## config.mk

```make
export PLATFORM = sky130hd
export DESIGN_NAME = npt_cell
export DESIGN_NICKNAME = d
export VERILOG_FILES = /design/src/rtl/nat_port_translation_table_top_defines.svh /design/src/rtl/npt_pkg.sv /design/src/rtl/npt_cell.sv
export SDC_FILE = /design/constraint.sdc
export NUM_CORES = 1
export LEC_CHECK = 0
export BUFFER_PORTS_ARGS = -buffer_cell sky130_fd_sc_hd__clkbuf_2
export CAP_MARGIN = 20
export CORE_MARGIN = 8
export CORE_UTILIZATION = 49
export CTS_CLUSTER_SIZE = 24
export DETAILED_ROUTE_END_ITERATION = 10
export PLACE_DENSITY = 0.88
export SETUP_SLACK_MARGIN = 0.4
export SLEW_MARGIN = 20
export SYNTH_ARGS = -nofsm -noshare
export SYNTH_HDL_FRONTEND = slang
export SYNTH_SLANG_ARGS = --single-unit
```

## constraint.sdc

```tcl
create_clock -name clk -period 3.2 [get_ports clk]
set_input_delay 0.48 -clock clk [delete_from_list [all_inputs] [get_ports clk]]
set_output_delay 0.48 -clock clk [all_outputs]
set_load 0.005 [all_outputs]
```

## src/rtl/nat_port_translation_table_top_defines.svh

```systemverilog
// Assertion macros shared by the translation table RTL.
// Takes no other file; included by files that carry concurrent checks.
`ifndef NAT_PORT_TRANSLATION_TABLE_TOP_DEFINES_SVH
`define NAT_PORT_TRANSLATION_TABLE_TOP_DEFINES_SVH

// Same-cycle implication, disabled while reset is asserted.
`define NPT_ASSERT_IMP(name, clk, rst_n, ante, cons) \
    name: assert property (@(posedge clk) disable iff (!rst_n) (ante) |-> (cons)) \
        else $error("npt: same-cycle check failed");

// Next-cycle implication, disabled while reset is asserted.
`define NPT_ASSERT_NEXT(name, clk, rst_n, ante, cons) \
    name: assert property (@(posedge clk) disable iff (!rst_n) (ante) |=> (cons)) \
        else $error("npt: next-cycle check failed");

`endif

```

## src/rtl/npt_pkg.sv

```systemverilog
// Package for the NAPT port translation table: constants, status codes,
// the query word that travels along the cell chain. Depends on nothing.
`timescale 1ns / 1ps
`default_nettype none

package npt_pkg;

    localparam int DEF_TABLE_DEPTH = 64;

    localparam int ADDR_W = 32;
    localparam int PORT_W = 16;

    localparam int CFG_IDX_W  = 8;
    localparam int CFG_DATA_W = 32;

    localparam logic [CFG_IDX_W-1:0] CFG_NAT_ADDRESS = CFG_IDX_W'(0);
    localparam logic [CFG_IDX_W-1:0] CFG_FIRST_PORT  = CFG_IDX_W'(1);

    localparam logic [PORT_W-1:0] FIRST_PORT_RESET = PORT_W'(10000);

    localparam logic FUNC_OUTBOUND = 1'b0;
    localparam logic FUNC_INBOUND  = 1'b1;

    typedef enum logic [1:0] {
        ST_HIT      = 2'd0,
        ST_NEW      = 2'd1,
        ST_NO_MATCH = 2'd2,
        ST_FULL     = 2'd3
    } status_t;

    // Header plus search progress, handed from cell to cell.
    typedef struct packed {
        logic              func;
        logic [ADDR_W-1:0] src_address;
        logic [ADDR_W-1:0] dest_address;
        logic [PORT_W-1:0] src_port;
        logic [PORT_W-1:0] dest_port;
        logic              addr_ok;
        logic              found;
        logic [ADDR_W-1:0] hit_addr;
        logic [PORT_W-1:0] hit_port;
    } query_t;

endpackage

`default_nettype wire

```

## src/rtl/npt_cell.sv

```systemverilog
// One table entry of the translation chain: holds a mapping, compares the
// passing query word against it and appends itself when first free.
// Depends on npt_pkg.
`timescale 1ns / 1ps
`default_nettype none

module npt_cell #(
    parameter int TABLE_DEPTH = npt_pkg::DEF_TABLE_DEPTH,
    parameter int CELL_INDEX  = 0
) (
    input  wire logic                             clk,
    input  wire logic                             rst_n,
    input  wire logic                             advance,
    input  wire logic [$clog2(TABLE_DEPTH+1)-1:0] count,
    input  wire logic [npt_pkg::PORT_W-1:0]       next_port,
    input  wire logic                             prev_valid,
    input  wire npt_pkg::query_t                  prev_q,
    output logic                                  valid,
    output npt_pkg::query_t                       q
);
    import npt_pkg::*;

    localparam int CNT_W = $clog2(TABLE_DEPTH + 1);
    localparam logic [CNT_W-1:0] MY_INDEX = CNT_W'(CELL_INDEX);

    logic [ADDR_W-1:0] int_addr_reg, int_addr_next;
    logic [PORT_W-1:0] int_port_reg, int_port_next;
    logic [PORT_W-1:0] ext_port_reg, ext_port_next;
    logic              valid_reg, valid_next;
    query_t            q_reg, q_next;

    logic live;
    logic match;
    logic append;

    assign live = (MY_INDEX < count);

    always_comb
    begin
        if (prev_q.func == FUNC_INBOUND)
        begin
            match = prev_q.addr_ok && (ext_port_reg == prev_q.dest_port);
        end
        else
        begin
            match = (int_addr_reg == prev_q.src_address) && (int_port_reg == prev_q.src_port);
        end
        match = match && live && !prev_q.found;
    end

    // Entries fill in order, so reaching the first free slot unmatched means a miss.
    assign append = prev_valid && advance && (prev_q.func == FUNC_OUTBOUND) && !prev_q.found
                    && (MY_INDEX == count);

    always_comb
    begin
        int_addr_next = int_addr_reg;
        int_port_next = int_port_reg;
        ext_port_next = ext_port_reg;
        if (append)
        begin
            int_addr_next = prev_q.src_address;
            int_port_next = prev_q.src_port;
            ext_port_next = next_port;
        end
    end

    always_comb
    begin
        q_next = prev_q;
        if (match)
        begin
            q_next.found = 1'b1;
            if (prev_q.func == FUNC_INBOUND)
            begin
                q_next.hit_addr = int_addr_reg;
                q_next.hit_port = int_port_reg;
            end
            else
            begin
                q_next.hit_addr = int_addr_reg;
                q_next.hit_port = ext_port_reg;
            end
        end
        if (!advance)
        begin
            q_next = q_reg;
        end
    end

    assign valid_next = advance ? prev_valid : valid_reg;

    always_ff @(posedge clk or negedge rst_n)
    begin
        if (!rst_n)
        begin
            valid_reg <= 1'b0;
        end
        else
        begin
            valid_reg <= valid_next;
        end
    end

    always_ff @(posedge clk)
    begin
        q_reg         <= q_next;
        int_addr_reg  <= int_addr_next;
        int_port_reg  <= int_port_next;
        ext_port_reg  <= ext_port_next;
    end

    assign valid = valid_reg;
    assign q     = q_reg;

endmodule

`default_nettype wire

```

-- Yosys cells after proc, flatten, opt, wreduce, memory -nomap -nowiden
Cells that the tools add are included.
- register bits after elaboration: 212
- input port bits: 174
- output and inout bits: 148
- word-level logic and storage cells: 31
- $lt $le $gt $ge: 1
- equal/unequal tests: 3
- mux-type cells: 3
- bitwise logic cells: 1
- reductions and logical operators: 10
- operators by type and width (cell ; count):
    two-way mux 48 bit ; 1
    equality test 16 bit ; 2
    equality test 32 bit ; 1
    two-way mux 16 bit ; 1
    logical AND 1 bit ; 8
    logical NOT 7 bit ; 1
    less-than comparator 1 x 7 -> 1 bit, first input constant ; 1
    logical NOT 1 bit ; 1
    two-way mux 1 bit ; 1
    NOT 1 bit ; 1

-- Depth between registers and ports, before layout
- word-level depth: 6
- mapped depth: 8
- gate-level depth less buffers: 6

-- Worst setup path before layout
Ideal clock, no wire load.
- path kind: input to register
- start point: input prev_q[146] (netlist name)
- end point: register ext_port_reg[0] (enable)
- setup time: 651 ps
- arrival time: 7010 ps
- required time: 2549 ps
- path slack: -4461 ps
- stages: 3
- buffers on the path: 2
- path through: clkbuf_1 > clkbuf_1 > nor4_1
- longest elaborated chain between the ends: 4
- ends and longest elaborated chain (item ; line ; source):
    start: declaration ; npt_cell.sv:17 ; input wire npt_pkg::query_t prev_q,
    NOT 1 bit ; npt_cell.sv:52 ; assign append = prev_valid && advance && (prev_q.func == FUNC_OUTBOUND) && !prev_q.found
    logical AND 1 bit (2 in a row) ; npt_cell.sv:52 ;
    logical AND 1 bit ; npt_cell.sv:53 ; && (MY_INDEX == count);
    via append ; npt_cell.sv:34 ; logic append;
    end signal: assignment ; npt_cell.sv:110 ; ext_port_reg <= ext_port_next;
    end: declaration ; npt_cell.sv:28 ; logic [PORT_W-1:0] ext_port_reg, ext_port_next;
The timed path passes the listed nets, and every way through them passes these cells.
A chain may end at the register's enable or synchronous reset.

-- Worst setup path after layout
- start point: register int_addr_reg[23]
- end point: register q_reg (netlist bit q[17]), data pin
- longest elaborated chain between the ends: 6
- ends and longest elaborated chain (item ; line ; source):
    start: declaration ; npt_cell.sv:26 ; logic [ADDR_W-1:0] int_addr_reg, int_addr_next;
    start signal: assignment ; npt_cell.sv:108 ; int_addr_reg <= int_addr_next;
    equality test 32 bit ; npt_cell.sv:46 ; match = (int_addr_reg == prev_q.src_address) && (int_port_reg == prev_q.src_port);
    logical AND 1 bit ; npt_cell.sv:46 ;
    two-way mux 1 bit ; npt_cell.sv:40 ; if (prev_q.func == FUNC_INBOUND)
    logical AND 1 bit (2 in a row) ; npt_cell.sv:48 ; match = match && live && !prev_q.found;
    two-way mux 48 bit ; npt_cell.sv:71 ; if (match)
    end signal: assignment ; npt_cell.sv:107 ; q_reg <= q_next;
    end: declaration ; npt_cell.sv:30 ; query_t q_reg, q_next;
Every way passes these cells.

==> results.yml <==
status:
  status: "completed"
clock_tree:
  cts_tree: "done"
  cts_setup_buffers: 0
  cts-root-buf: "clkbuf_16"
  clkLatencyLatePin_ns: 0.49
  cts.sink_count: 212
  htreeDepth: 1
  clk_pin_slew_worst_paths_ns: 0.06
  cts_buffers: 22
  clockBufferDepth: 3
pwr:
  finalPower_mw: 6.226
  p_per_area_nw_per_um2: 572.0
  ir_drop_mv: 0.5064
  p_leak_nw: 4.412
global_route:
  grt_max_degree: 149
  first_global_vias: 5651
  grt-ovfl-total: 0
  track_usage: 0.2004
  grt_pass1_wl_mm: 33.24
  antenna_found_initial: 0
die:
  core_area_um2: 16470
  die_y_um: 145.4
  die_area_um2: 21150
  die_w_um: 145.4
  io_pins: 322
  initial_core_util: 0.4986
  rows: 47
worst_hold_path:
  min_to: "ext_port_reg[2]"
  whs_path_depth: 1
  hp-class: "input port to flop"
  holdCritStartpoint: "next_port[2]"
final_layout:
  multi_input_area_um2: 1828
  areaGrowthSynthToFinish_pct: 32.55
  stdcell_area_um2: 10880
  num_antenna_cells: 0
  drive_above_1_share: 0.4745
  regArea_um2: 6361
  largest_reg_flops: 147
  final_cells: 1023
  fillers: 1106
  final_nets: 963
logic_synthesis:
  async_flop_share: 0.004717
  syn_area_per_cell_um2: 18.33
  synthTopCellsByArea: "edfxtp_1 (77%), xor2_1 (6.4%), mux2_1 (3.0%), a311o_1 (2.0%), mux2i_1 (2.0%)"
  yosysWarnings: 0
  ys_ff_latch: 212
  synth.most_common_cell: "edfxtp_1"
  yosys.area.top_type_share: 0.7717
  synth_cells: 448
  synthesis.area_um2: 8210
  yosysSeqAreaShare: 0.7748
  ys.flop_type: "edfxtp_1"
  synth_common_cells: "edfxtp_1 (211), xor2_1 (60), nand2_1 (38)"
  synth_cell_types: 30
  yosysTopAreaCell: "edfxtp_1"
  synth_enable_flop_cells: 211
  syn-num-nets: 622
sta:
  min_period_ns: 2.616
  finClkSkew_ns: 0.01292
  grt_setup_unrepaired: "no"
  finalSetupViolations: 0
  hold_viol: 0
  slew_viol_final: 0
  holdWs_ns: 0.1568
  finalCritPeriodShare: 0.8175
  maxSlewHeadroom: 0.3755
  tns_ns: 0
  tightest_slew_ns: 0.9367
  max_freq_mhz: 382.2
setup_path:
  cp-end-kind: "flop"
  worst-r2r-cell-count: 7
  startpoint_type: "flop"
  cp.required_ns: 3.44
  r2r_slack_ns: 0.58
  crit_arrival_ns: 2.85
  cp_max_fo: 33
  r2r-start: "int_addr_reg[23]"
  path_class: "flop to flop"
  regToRegEndpoint: "q[17]"
detailed_routing:
  routed_wl_mm: 22.13
  drc: 0
  vias: 5245
  drtAntennaViolNets: 0
  firstDrtPassIters: 4
  drt_iter0_markers: 315
  wl_per_cell_um: 21.63
  vias_per_cell: 5.127
placed_design:
  dp_cells: 984
  placed_area_um2: 10160
  io_buffers: 321
  hpwlAfterDp_mm: 16.61
  gp_congestion: 0.8236
flow_run:
  drv_cap: 0
[through the flow]
stage | setup slack [ns] | utilization
global route | 0.4257 | 0.6609
finish | 0.5839 | 0.6609
floorplan | -0.2049 | -
global placement | 0.2304 | 0.6172
CTS | 0.4088 | 0.6598
detailed placement | 0.2539 | 0.6172
[cell usage in the layout, fill, tap and decap left out, drive strengths merged, types with 2 or more instances in the layout]
cell type / netlist / final
a311o: 16 / 16
clkbuf: 10 / 347
mux2: 32 / 32
bufinv: 0 / 2
xnor2: 5 / 5
clkinv: 0 / 8
nor3: 3 / 3
nor3b: 16 / 16
nand2: 38 / 38
nand3: 2 / 2
edfxtp: 211 / 211
nor4: 19 / 19
nand4: 4 / 4
xor2: 60 / 60
mux2i: 16 / 16
buf: 5 / 11
[metal layers]
metal  track usage  vias to the layer above  part of all wire
met1        0.2265                     2531              0.38
met3       0.07463                       29             0.098
met2        0.3542                      267              0.51
met4       0.04529                        0             0.017
li1              -                     2418                 -
met5             0                        -                 0
[power breakdown]
part / total (mW) / internal (mW) / leakage, nW / switching, mW
logic: 0.491 / 0.235 / 2.05 / 0.256
clock network: 2.46 / 1.46 / 0.336 / 0.993
registers: 3.28 / 3.23 / 2.03 / 0.0447
total: 6.23 / 4.93 / 4.41 / 1.29
[how the worst max path moves through the flow]
stage	from	end	slack, ns	cells past startpoint
4_1_cts	int_port_reg[4]	q[46]	0.41	7
5_1_grt	int_addr_reg[23]	q[46]	0.43	7
2_1_floorplan	count[4]	ext_port_reg[0]	-0.20	3
3_3_place_gp	prev_q[131]	q[32]	0.23	8
6_report	int_addr_reg[23]	q[17]	0.58	7
3_5_place_dp	prev_q[131]	q[41]	0.25	8
[critical path, cell delays in order (launching register included)]
cell and delay (ns):
edfxtp_1 0.42, xor2_1 0.16, nor4_1 0.50, nand4_1 0.24
nor3_4 0.24, a22o_2 0.19, buf_12 0.23, mux2_2 0.36
[final cells by class]
type,count,area share
repair buffers,332,0.1583
well taps,220,0.02529
flip-flops and latches,212,0.5845
inverters,1,0.0003449
clock buffers,27,0.05427
clock inverters,11,0.009312
multi-input cells,220,0.1680
[repair_timing]
action,in CTS,in global routing
resized for setup,0,3
endpoints found under the setup margin,0,43
hold buffers,1,0
hold endpoints to repair,1,0
[cells by family (layout without fill, tap and decap cells)]
family,count (synthesis),after routing,synth area share
xor gates and xnor gates,65,65,0.06934
AOI/OAI and AO/OA,18,18,0.02118
DFF,212,212,0.7748
and+or+nand+nor,89,89,0.06157
buffers and inverters,16,371,0.009752
muxes,48,48,0.06340
No activity file was read; power rests on OpenSTA's default activity.
